==> src/rtl/hsv_to_rgb_converter_core_defines.svh <==
// ----------------------------------------------------------------------------
// HSV to RGB converter assertion macros
// Shared assertion forms for the converter; they compile away under SYNTH.
// ----------------------------------------------------------------------------
`ifndef HSV_TO_RGB_CONVERTER_CORE_DEFINES_SVH
`define HSV_TO_RGB_CONVERTER_CORE_DEFINES_SVH

`ifndef SYNTH
// A condition that must hold at every clock edge out of reset.
`define HSV2RGB_ASSERT(label, cond) \
    label: assert property (@(posedge clk) disable iff (!rst_n) (cond)) \
        else $error("hsv2rgb check failed");
// A consequence that must hold in the same cycle as its antecedent.
`define HSV2RGB_ASSERT_IMPL(label, ante, cons) \
    label: assert property (@(posedge clk) disable iff (!rst_n) (ante) |-> (cons)) \
        else $error("hsv2rgb check failed");
`else
`define HSV2RGB_ASSERT(label, cond)
`define HSV2RGB_ASSERT_IMPL(label, ante, cons)
`endif

`endif

==> src/rtl/hsv2rgb_pkg.sv <==
// ----------------------------------------------------------------------------
// HSV to RGB converter package
// Beat types, channel indexes and arithmetic constants shared by the modules.
// ----------------------------------------------------------------------------
package hsv2rgb_pkg;

    localparam int unsigned FRAC_BITS_DEF = 12;

    localparam int unsigned HUE_W  = 9;
    localparam int unsigned CHAN_W = 8;
    localparam int unsigned OUT_W  = 13;

    localparam int unsigned HUE_FULL   = 360;
    localparam int unsigned SECTOR_DEG = 60;
    localparam int unsigned CHAN_MAX   = 255;

    // Channel weights are scaled to the common denominator 255 * 60.
    localparam int unsigned X_W = 14;
    localparam logic [X_W-1:0] X_FULL = X_W'(CHAN_MAX * SECTOR_DEG);

    // Products val * weight, and the full denominator 255 * 255 * 60.
    localparam int unsigned PROD_W = 22;
    localparam logic [PROD_W-1:0] DIV_DEN = PROD_W'(CHAN_MAX * CHAN_MAX * SECTOR_DEG);

    localparam int unsigned CH_RED   = 0;
    localparam int unsigned CH_GREEN = 1;
    localparam int unsigned CH_BLUE  = 2;

    typedef struct packed {
        logic [HUE_W-1:0]  hue;
        logic [CHAN_W-1:0] saturation;
        logic [CHAN_W-1:0] brightness;
    } hsv_pix_t;

    typedef struct packed {
        logic [OUT_W-1:0] red;
        logic [OUT_W-1:0] green;
        logic [OUT_W-1:0] blue;
    } rgb_pix_t;

    // Per-channel weights and brightness handed to the scaling lanes.
    typedef struct packed {
        logic                   valid;
        logic [CHAN_W-1:0]      val;
        logic [2:0][X_W-1:0]    x;
    } xsel_t;

endpackage

==> src/rtl/hsv2rgb_sector.sv <==
// ----------------------------------------------------------------------------
// HSV to RGB sector stages
// Two register stages: hue sector decode, then V/p/q/t weights per channel.
// ----------------------------------------------------------------------------
`include "hsv_to_rgb_converter_core_defines.svh"

module hsv2rgb_sector (
    input  logic                  clk,
    input  logic                  rst_n,
    input  logic                  start,
    input  hsv2rgb_pkg::hsv_pix_t hsv,
    output hsv2rgb_pkg::xsel_t    xsel
);
    import hsv2rgb_pkg::*;

    typedef enum logic [2:0] {
        SEC_0 = 3'd0,
        SEC_1 = 3'd1,
        SEC_2 = 3'd2,
        SEC_3 = 3'd3,
        SEC_4 = 3'd4,
        SEC_5 = 3'd5
    } sector_t;

    // Stage A: sector and remainder within the sector.
    logic [HUE_W-1:0]  hue_c;
    logic [HUE_W-1:0]  base;
    sector_t           sector_next;
    logic [5:0]        rem_next;

    logic              va_reg;
    sector_t           sector_reg;
    logic [5:0]        rem_reg;
    logic [CHAN_W-1:0] sat_a_reg;
    logic [CHAN_W-1:0] val_a_reg;

    // Stage B: channel weights.
    logic [5:0]        inv_rem;
    logic [X_W-1:0]    sr;
    logic [X_W-1:0]    st;
    logic [X_W-1:0]    xp;
    logic [X_W-1:0]    xq;
    logic [X_W-1:0]    xt;
    logic [2:0][X_W-1:0] x_next;

    logic                vb_reg;
    logic [CHAN_W-1:0]   val_b_reg;
    logic [2:0][X_W-1:0] x_reg;

    // Hue of 360 and above acts as hue 0.
    assign hue_c = (hsv.hue >= HUE_W'(HUE_FULL)) ? '0 : hsv.hue;

    always_comb
    begin
        if (hue_c >= HUE_W'(5 * SECTOR_DEG))
        begin
            sector_next = SEC_5;
            base        = HUE_W'(5 * SECTOR_DEG);
        end
        else if (hue_c >= HUE_W'(4 * SECTOR_DEG))
        begin
            sector_next = SEC_4;
            base        = HUE_W'(4 * SECTOR_DEG);
        end
        else if (hue_c >= HUE_W'(3 * SECTOR_DEG))
        begin
            sector_next = SEC_3;
            base        = HUE_W'(3 * SECTOR_DEG);
        end
        else if (hue_c >= HUE_W'(2 * SECTOR_DEG))
        begin
            sector_next = SEC_2;
            base        = HUE_W'(2 * SECTOR_DEG);
        end
        else if (hue_c >= HUE_W'(SECTOR_DEG))
        begin
            sector_next = SEC_1;
            base        = HUE_W'(SECTOR_DEG);
        end
        else
        begin
            sector_next = SEC_0;
            base        = '0;
        end
    end

    assign rem_next = 6'(hue_c - base);

    always_ff @(posedge clk or negedge rst_n)
    begin
        if (!rst_n)
        begin
            va_reg <= 1'b0;
        end
        else
        begin
            va_reg <= start;
        end
    end

    always_ff @(posedge clk)
    begin
        sector_reg <= sector_next;
        rem_reg    <= rem_next;
        sat_a_reg  <= hsv.saturation;
        val_a_reg  <= hsv.brightness;
    end

    // Zero saturation makes every weight equal to the full one, so grey
    // needs no path of its own.
    assign inv_rem = 6'(SECTOR_DEG) - rem_reg;
    assign sr      = X_W'(sat_a_reg) * X_W'(rem_reg);
    assign st      = X_W'(sat_a_reg) * X_W'(inv_rem);
    assign xp      = X_W'(8'(CHAN_MAX) - sat_a_reg) * X_W'(SECTOR_DEG);
    assign xq      = X_FULL - sr;
    assign xt      = X_FULL - st;

    always_comb
    begin
        unique case (sector_reg)
            SEC_0:
            begin
                x_next[CH_RED] = X_FULL; x_next[CH_GREEN] = xt; x_next[CH_BLUE] = xp;
            end
            SEC_1:
            begin
                x_next[CH_RED] = xq; x_next[CH_GREEN] = X_FULL; x_next[CH_BLUE] = xp;
            end
            SEC_2:
            begin
                x_next[CH_RED] = xp; x_next[CH_GREEN] = X_FULL; x_next[CH_BLUE] = xt;
            end
            SEC_3:
            begin
                x_next[CH_RED] = xp; x_next[CH_GREEN] = xq; x_next[CH_BLUE] = X_FULL;
            end
            SEC_4:
            begin
                x_next[CH_RED] = xt; x_next[CH_GREEN] = xp; x_next[CH_BLUE] = X_FULL;
            end
            default:
            begin
                x_next[CH_RED] = X_FULL; x_next[CH_GREEN] = xp; x_next[CH_BLUE] = xq;
            end
        endcase
    end

    always_ff @(posedge clk or negedge rst_n)
    begin
        if (!rst_n)
        begin
            vb_reg <= 1'b0;
        end
        else
        begin
            vb_reg <= va_reg;
        end
    end

    always_ff @(posedge clk)
    begin
        val_b_reg <= val_a_reg;
        x_reg     <= x_next;
    end

    assign xsel.valid = vb_reg;
    assign xsel.val   = val_b_reg;
    assign xsel.x     = x_reg;

    `HSV2RGB_ASSERT_IMPL(a_sector_range, va_reg, (sector_reg <= SEC_5) && (rem_reg < 6'(SECTOR_DEG)))
    `HSV2RGB_ASSERT_IMPL(a_weight_range, vb_reg, (x_reg[CH_RED] <= X_FULL) && (x_reg[CH_GREEN] <= X_FULL) && (x_reg[CH_BLUE] <= X_FULL))

endmodule

==> src/rtl/hsv2rgb_scale.sv <==
// ----------------------------------------------------------------------------
// HSV to RGB channel scaling
// Three lanes form floor(val * weight * 2^FRAC_BITS / (255*255*60)) over four
// register stages: product, reciprocal estimate, back-multiply, correction.
// ----------------------------------------------------------------------------
`include "hsv_to_rgb_converter_core_defines.svh"

module hsv2rgb_scale #(
    parameter int unsigned FRAC_BITS = hsv2rgb_pkg::FRAC_BITS_DEF
) (
    input  logic                     clk,
    input  logic                     rst_n,
    input  hsv2rgb_pkg::xsel_t       xsel,
    output logic                     valid,
    output logic [2:0][FRAC_BITS:0]  q
);
    import hsv2rgb_pkg::*;

    localparam int unsigned QW = FRAC_BITS + 1;
    localparam int unsigned NW = PROD_W + FRAC_BITS;
    localparam int unsigned RW = QW + PROD_W;
    // floor(2^(PROD_W+FRAC_BITS) / DIV_DEN); the estimate is never more than
    // one below the true quotient because every product is below 2^PROD_W.
    localparam logic [QW-1:0] RECIP =
        QW'((64'd1 << (PROD_W + FRAC_BITS)) / 64'(DIV_DEN));
    localparam logic [QW:0] ONE = (QW+1)'(1) << FRAC_BITS;

    logic v1_reg;
    logic v2_reg;
    logic v3_reg;
    logic v4_reg;
    logic [2:0] lane_ok;

    always_ff @(posedge clk or negedge rst_n)
    begin
        if (!rst_n)
        begin
            v1_reg <= 1'b0;
            v2_reg <= 1'b0;
            v3_reg <= 1'b0;
            v4_reg <= 1'b0;
        end
        else
        begin
            v1_reg <= xsel.valid;
            v2_reg <= v1_reg;
            v3_reg <= v2_reg;
            v4_reg <= v3_reg;
        end
    end

    for (genvar i = 0; i < 3; i++)
    begin : g_lane
        logic [PROD_W-1:0] m_reg;
        logic [PROD_W-1:0] m2_reg;
        logic [QW-1:0]     q0_reg;
        logic [QW-1:0]     q1_reg;
        logic [RW-1:0]     qd_reg;
        logic [NW-1:0]     num_reg;
        logic [QW-1:0]     res_reg;
        logic [RW-1:0]     est_prod;
        logic [RW-1:0]     rem;
        logic [QW-1:0]     res_next;

        assign est_prod = RW'(m_reg) * RW'(RECIP);
        assign rem      = RW'(num_reg) - qd_reg;
        assign res_next = (rem >= RW'(DIV_DEN)) ? (q1_reg + QW'(1)) : q1_reg;

        always_ff @(posedge clk)
        begin
            m_reg   <= PROD_W'(xsel.val) * PROD_W'(xsel.x[i]);
            q0_reg  <= est_prod[PROD_W +: QW];
            m2_reg  <= m_reg;
            qd_reg  <= RW'(q0_reg) * RW'(DIV_DEN);
            num_reg <= {m2_reg, FRAC_BITS'(0)};
            q1_reg  <= q0_reg;
            res_reg <= res_next;
        end

        // The remainder after the estimate must stay below twice the divisor.
        assign lane_ok[i] = (RW'(num_reg) >= qd_reg) && (rem < (RW'(DIV_DEN) << 1));

        assign q[i] = res_reg;
    end

    assign valid = v4_reg;

    `HSV2RGB_ASSERT_IMPL(a_one_step_fix, v3_reg, lane_ok == 3'b111)
    `HSV2RGB_ASSERT_IMPL(a_unit_bound, v4_reg, ((QW+1)'(q[CH_RED]) <= ONE) && ((QW+1)'(q[CH_GREEN]) <= ONE) && ((QW+1)'(q[CH_BLUE]) <= ONE))

endmodule

==> src/rtl/hsv_to_rgb_converter_core.sv <==
// ----------------------------------------------------------------------------
// HSV to RGB converter core
// Converts one HSV pixel per clock into RGB in unsigned Q1.FRAC_BITS form.
// ----------------------------------------------------------------------------
// A pixel is taken on every clock edge where start is high; busy is always
// low, so a new beat may follow in every cycle. Each result appears on rgb
// for exactly one cycle with done high, in input order. It passes through six
// register stages: sector decode, weight select, the val * weight product,
// the reciprocal estimate, the back-multiply and the one-step correction of
// the constant division. Results cannot be held off, so the receiver must
// take every beat.
// ----------------------------------------------------------------------------
module hsv_to_rgb_converter_core #(
    parameter int unsigned FRAC_BITS = hsv2rgb_pkg::FRAC_BITS_DEF
) (
    input  logic                  clk,
    input  logic                  rst_n,
    input  logic                  start,
    output logic                  busy,
    input  hsv2rgb_pkg::hsv_pix_t hsv,
    output logic                  done,
    output hsv2rgb_pkg::rgb_pix_t rgb
);
    import hsv2rgb_pkg::*;

    localparam int unsigned QW = FRAC_BITS + 1;

    xsel_t                xsel;
    logic                 lane_valid;
    logic [2:0][QW-1:0]   lane_q;
    logic [2:0][QW+OUT_W-1:0] lane_ext;

    // The pipeline never stalls.
    assign busy = 1'b0;

    hsv2rgb_sector u_sector (
        .clk   (clk),
        .rst_n (rst_n),
        .start (start),
        .hsv   (hsv),
        .xsel  (xsel)
    );

    hsv2rgb_scale #(
        .FRAC_BITS (FRAC_BITS)
    ) u_scale (
        .clk   (clk),
        .rst_n (rst_n),
        .xsel  (xsel),
        .valid (lane_valid),
        .q     (lane_q)
    );

    // Channels are kept to the output field width.
    for (genvar i = 0; i < 3; i++)
    begin : g_ext
        assign lane_ext[i] = (QW+OUT_W)'(lane_q[i]);
    end

    assign done      = lane_valid;
    assign rgb.red   = lane_ext[CH_RED][OUT_W-1:0];
    assign rgb.green = lane_ext[CH_GREEN][OUT_W-1:0];
    assign rgb.blue  = lane_ext[CH_BLUE][OUT_W-1:0];

endmodule
==> config.mk <==
export PLATFORM = sky130hd
export DESIGN_NAME = hsv_to_rgb_converter_core
export DESIGN_NICKNAME = d
export VERILOG_FILES = /design/src/rtl/hsv2rgb_pkg.sv /design/src/rtl/hsv2rgb_sector.sv /design/src/rtl/hsv2rgb_scale.sv /design/src/rtl/hsv_to_rgb_converter_core.sv
export VERILOG_INCLUDE_DIRS = /design/src /design/src/rtl
export SDC_FILE = /design/constraint.sdc
export NUM_CORES = 2
export LEC_CHECK = 0
export BUFFER_PORTS_ARGS = -buffer_cell sky130_fd_sc_hd__buf_2
export CELL_PAD_IN_SITES_DETAIL_PLACEMENT = 1
export CELL_PAD_IN_SITES_GLOBAL_PLACEMENT = 1
export CORE_MARGIN = 1.5
export CORE_UTILIZATION = 30
export CTS_CLUSTER_SIZE = 24
export DETAILED_ROUTE_END_ITERATION = 16
export PLACE_DENSITY = 0.52
export SLEW_MARGIN = 20
export SYNTH_ARGS = -nofsm -noshare
export SYNTH_HDL_FRONTEND = slang
export SYNTH_SLANG_ARGS = --single-unit
==> constraint.sdc <==
create_clock -name clk -period 5.2 [get_ports clk]
set_clock_uncertainty 0.05 [all_clocks]
set_input_delay 1.04 -clock clk [delete_from_list [all_inputs] [get_ports clk]]
set_output_delay 1.04 -clock clk [all_outputs]
set_load 0.1 [all_outputs]
# Yosys cells after proc, flatten, opt, wreduce, memory -nomap -nowiden
# Index checks and enable logic that the tools add are counted.
[totals] elab_cells=88 regBits=495 output_inout_bits=41 in_bits=28
[classes] eq_ne=4 n_addsub=11 muxes=14 multipliers=12 reduce_logical=2 n_lt_le_gt_ge=9
[ops] operator="42-bit one-hot mux with 5 select lines" n=1
[ops] operator="35-bit by 22-bit greater-or-equal comparator with 1-bit output (second input constant)" n=3
[ops] operator="22-bit by 13-bit multiplier with 35-bit output (second input constant)" n=3
[ops] operator="34-bit by 35-bit subtractor with 35-bit output" n=3
[ops] operator="13-bit by 20-bit multiplier with 33-bit output (second input constant)" n=3
[ops] operator="8-bit by 14-bit multiplier with 22-bit output" n=3
[ops] operator="13-bit by 1-bit adder with 13-bit output (second input constant)" n=3
[ops] operator="13-bit 2-to-1 mux" n=3
[ops] operator="6-bit 2-to-1 mux" n=5
[ops] operator="8-bit by 6-bit multiplier with 14-bit output" n=2
[ops] operator="14-bit subtractor (first input constant)" n=2
[ops] operator="9-bit by 8-bit greater-or-equal comparator with 1-bit output (second input constant)" n=2
[ops] operator="9-bit greater-or-equal comparator (second input constant)" n=2
[ops] operator="14-bit by 4-bit multiplier with 12-bit output (second input constant)" n=1
[ops] operator="9-bit by 6-bit greater-or-equal comparator with 1-bit output (second input constant)" n=1
[ops] operator="9-bit by 7-bit greater-or-equal comparator with 1-bit output (second input constant)" n=1
[ops] operator="9-bit 2-to-1 mux" n=1
[ops] operator="8-bit by 8-bit subtractor with 9-bit output (first input constant)" n=1
[ops] operator="3-bit by 2-bit == test with 1-bit output (second input constant)" n=2
[ops] operator="3-bit 2-to-1 mux" n=2
[ops] operator="6-bit subtractor" n=1
[ops] operator="6-bit subtractor (first input constant)" n=1
[ops] operator="3-bit by 1-bit == test with 1-bit output (second input constant)" n=1
[ops] operator="3-bit == test (second input constant)" n=1
[ops] operator="other kinds (3)" n=4

# Longest topological paths before layout
[depth] word_depth=9 mapped_depth=24 mapped_depth_nobuf=23

# Modules after synthesis
# A second synthesis with hierarchy kept.
[hier_totals] hier_cells=5560 hier_area_um2=54106.9
[by_module_without_submodules] mod="hsv2rgb_scale" instances=1 cells_per_inst=4772 seq_area_each_um2=8328.0 area_each_um2=47252.8
[by_module_without_submodules] mod="hsv2rgb_sector" instances=1 cells_per_inst=786 seq_area_each_um2=1551.5 area_each_um2=6842.8
[by_module_without_submodules] mod="hsv_to_rgb_converter_core" instances=1 cells_per_inst=2 seq_area_each_um2=0.0 area_each_um2=11.3

# Worst setup path before layout
# OpenSTA, ideal clock, no wires.
[synth_path] path_kind="register -> register" start="register u_sector.rem_reg[0]" end="register u_sector.x_reg (netlist bit u_sector.xsel[40])" stages_incl_launch_ff=22 period_less_slack_ps=5337 arrival_ps=5169 path_buffers=1 setup_slack_ps=-137 required_time_ps=5033 cell_sequence="dfxtp_1 -> clkbuf_1 -> inv_1 -> ha_1 -> xor2_1 -> nand2_1 -> fa_1 -> fa_1 -> inv_1 -> fa_1 -> fa_1 -> inv_1 -> ha_1 -> a21boi_0 -> o21ai_0 -> a21boi_0 -> o21ai_0 -> nand2b_1 -> a21o_1 -> a21o_1 -> or3_1 -> a32o_1"
[synth_lines] element="start: declaration" line="hsv2rgb_sector.sv:33" text="logic [5:0] rem_reg;"
[synth_lines] element="start signal: assignment" line="hsv2rgb_sector.sv:104" text="rem_reg <= rem_next;"
[synth_lines] element="end signal: assignment" line="hsv2rgb_sector.sv:163" text="x_reg <= x_next;"
[synth_lines] element="end: declaration" line="hsv2rgb_sector.sv:48" text="logic [2:0][X_W-1:0] x_reg;"

# Worst setup path after layout
[layout_path] start="register u_scale.g_lane[0].q0_reg[3]" end="register u_scale.g_lane[0].qd_reg[34]"
[layout_via] elab_chain_cells=1
[layout_lines] element="start: declaration" line="hsv2rgb_scale.sv:56" text="logic [QW-1:0] q0_reg;"
[layout_lines] element="start signal: assignment" line="hsv2rgb_scale.sv:72" text="q0_reg <= est_prod[PROD_W +: QW];"
[layout_lines] element="13-bit by 20-bit multiplier with 33-bit output" line="hsv2rgb_scale.sv:74" text="qd_reg <= RW'(q0_reg) * RW'(DIV_DEN);"
[layout_lines] element="end signal: assignment" line="hsv2rgb_scale.sv:74"
[layout_lines] element="end: declaration" line="hsv2rgb_scale.sv:58" text="logic [RW-1:0] qd_reg;"
# Every way passes these cells.
# A chain may end at the register's enable or synchronous reset.

==> run_results.csv <==
group,metric,value,unit
logic_synthesis,synth_top_area_share,25.6,%
global_route,antenna_found_initial,7,
sta,rsz0062_at_grt,"true",
logic_synthesis,synth_area,0.0542,sq mm
critical_path,endpoint_kind,"register",
die,ios,69,
final_layout,fin_nets,7742,
critical_path,r2r_start,"u_scale.g_lane[0].q0_reg[3]",
sta,min_period,5.03,ns
die,start_util,30.3,%
placed_design,place_area,0.0596,sq mm
die,rows,155,
global_route,gr-usage-all-layers,15.9,%
sta,slew_violations,0,
placed_design,placed_cells,8312,
cts,clk_pin_slew_worst_paths,0.06,ns
sta,layout_setup_ws,0.171,ns
critical_path,cp.required,5.76,ns
logic_synthesis,synth_common_cells,"1214 x inv_1, 965 x ha_1, 692 x fa_1, 486 x dfxtp_1, 362 x nand2_1",
drt,drc,0,
critical_path,critical_path_class,"register to register",
global_route,grt_overflow,0,
placed_design,post-place-ws,-0.285,ns
logic_synthesis,synth.distinct_cells,97,
drt,highest_layer,"met5",
cts,clockBufferDepth,3,
global_route,grt_pass1_vias,43400,
placed_design,gp_congestion,0.842,
sta,period_share,96.7,%
status,status,"complete, no violations",
logic_synthesis,synth_edf_count,0,
placed_design,dp_hpwl,120,mm
cts,numCtsBuffers,73,
critical_path,critPathLaunch,"u_scale.g_lane[0].q0_reg[3]",
sta,max_slew_margin,36.7,%
global_route,grt_max_degree,44,
final_layout,area_growth,17.8,%
drt,first_pass_iters,4,
final_layout,postLayoutCellArea,0.0639,sq mm
drt,routed_wl,143,mm
logic_synthesis,synthTopCellsByArea,"fa_1 26%, ha_1 22%, dfxtp_1 18%",
placed_design,portBuffers,67,
logic_synthesis,syn_avg_cell_area,9.57,sq um
logic_synthesis,synth.most_common_cell,"inv_1",
logic_synthesis,synth_nets,7348,
die,coreArea,0.179,sq mm
logic_synthesis,ys_ff_latch,492,
cts,clk_latency,0.70,ns
hold_path,hold_path_class,"input pin to asynchronous set/reset pin",
drt,via_count,38800,
cts,cts_tree,"yes",
die,fp.dieW,428,um
logic_synthesis,ys.flop_type,"dfxtp_1",
drt,via_per_inst,4.58,
drt,wl_met1,69.5,mm
cts,clockRootBuffer,"clkbuf_16",
critical_path,r2r_setup_slack,0.17,ns
cts,clock_sinks,492,
die,die_area,0.183,sq mm
drt,wire_per_inst,16.9,um
sta,worst_pin_slew,0.950,ns
drt,wl_met3,2.67,mm
die,fp.dieH,428,um
critical_path,start_kind,"register",
logic_synthesis,ys_seq_area_share,18.2,%
sta,setup_violations,0,
drt,dr.first_iter.drc_count,1038,
critical_path,worst-path-max-fanout,6,
cts,h-tree-depth,3,
job,maxCapViolCount,0,
drt,wl_met2,68.3,mm
sta,hold_violations,0,
logic_synthesis,synth.largest_area_cell,"fa_1",
logic_synthesis,async_flop_share,1.22,%
final_layout,largest_reg_flops,96,
logic_synthesis,syn_inst,5663,
final_layout,final_layout_size_suffix_gt1_share,13.5,%
critical_path,arrival,5.59,ns
final_layout,stdcell_count,8474,
sta,clock.fmax,199,MHz
drt,drt.antenna.violating_nets,0,
global_route,grt_pass1_wl,235,mm
logic_synthesis,yosysWarnings,0,
## placed cells by master, fill, tap and decap left out, types with 22 or more instances in the layout
cell	Yosys	final
xor2_1	75	71
o211ai_1	22	22
a21o_1	78	78
ha_4	0	54
and3_1	25	25
o21a_1	42	42
dfxtp_2	0	32
o21ai_0	140	107
a21oi_1	222	201
clkbuf_16	0	76
xnor2_1	194	186
buf_2	3	67
nor3_1	69	67
and2_1	222	219
nand4_1	35	35
ha_1	965	905
nand2b_1	30	30
o21ai_1	2	22
nand2_1	362	361
buf_4	2	331
inv_1	1214	1193
dfxtp_1	486	441
nand3_1	58	57
o21bai_1	35	35
a211oi_1	33	24
nor2b_1	44	42
nor2_1	201	196
fa_1	692	685
## critical path, cell delays in order (launching register included)
cell	delay, ns
dfxtp_1	0.37
buf_6	0.16
ha_1	0.24
inv_1	0.09
fa_1	0.44
ha_1	0.33
fa_1	0.56
fa_1	0.43
ha_1	0.30
a21o_1	0.18
a21o_1	0.18
a21oi_2	0.19
a21boi_2	0.20
a31oi_2	0.06
a41o_1	0.28
o211ai_1	0.27
o21a_1	0.21
o21ai_1	0.10
a21oi_1	0.19
xnor2_1	0.13
## repair_timing
item	in CTS	in global routing
setup endpoints to repair	38	66
pin swaps	16	125
buffers inserted	1	25
hold buffers	0	0
resized for setup	61	266
## logic make-up after synthesis
| kind of cell | count (synthesis) | synth area share, % |
|---|---|---|
| xor gates and xnor gates | 269 | 4.35 |
| and+or+nand+nor | 1155 | 10.8 |
| other | 1 | 0.00692 |
| AOI/OAI and AO/OA | 760 | 9.22 |
| adders and majority gates | 1657 | 47.8 |
| DFF | 492 | 18.2 |
| buffers and inverters | 1305 | 9.10 |
| muxes | 24 | 0.455 |
## area by class of cell
type                    instances  area [sq um]
multi-input cells            3866         40700
well taps                    2355          2950
clock inverters                43           578
repair buffers                410          3010
flip-flops and latches        492          9970
diodes                          1          2.50
inverters                    1214          4560
fillers                     20300        115000
clock buffers                  93          2080
## layer usage
metal / GRT usage [%] / vias up
li1: - / 19000
met1: 21.6 / 19400
met2: 27.1 / 269
met3: 1.75 / 139
met4: 3.33 / 2
met5: 0 / -
## path summary, 6_finish.rpt
path	to	cells after the start
worst max-delay path	u_scale.g_lane[0].qd_reg[34]	19
worst min-delay path	u_scale.valid	1
worst max register to register	u_scale.g_lane[0].qd_reg[34]	19
worst min register to register	u_scale.g_lane[0].num_reg[12]	0
max in group asynchronous	u_scale.v2_reg	1
min in group clk	u_scale.g_lane[0].num_reg[12]	0
## stage by stage
| stage | setup TNS [ns] | utilization [%] | hold slack [ns] |
|---|---|---|---|
| after floorplan | 0 | - | 0.260 |
| after global placement | -2.48 | 33.3 | 0.260 |
| after detailed placement | -3.59 | 33.3 | 0.263 |
| after CTS | 0 | 34.9 | 0.0269 |
| after global routing | -0.587 | 35.7 | 0.0557 |
| final | 0 | 35.7 | 0.0990 |
Power is left out: the tool's default activity adds up to more than one toggle a clock period on the data nets, which glitch-free logic cannot reach.
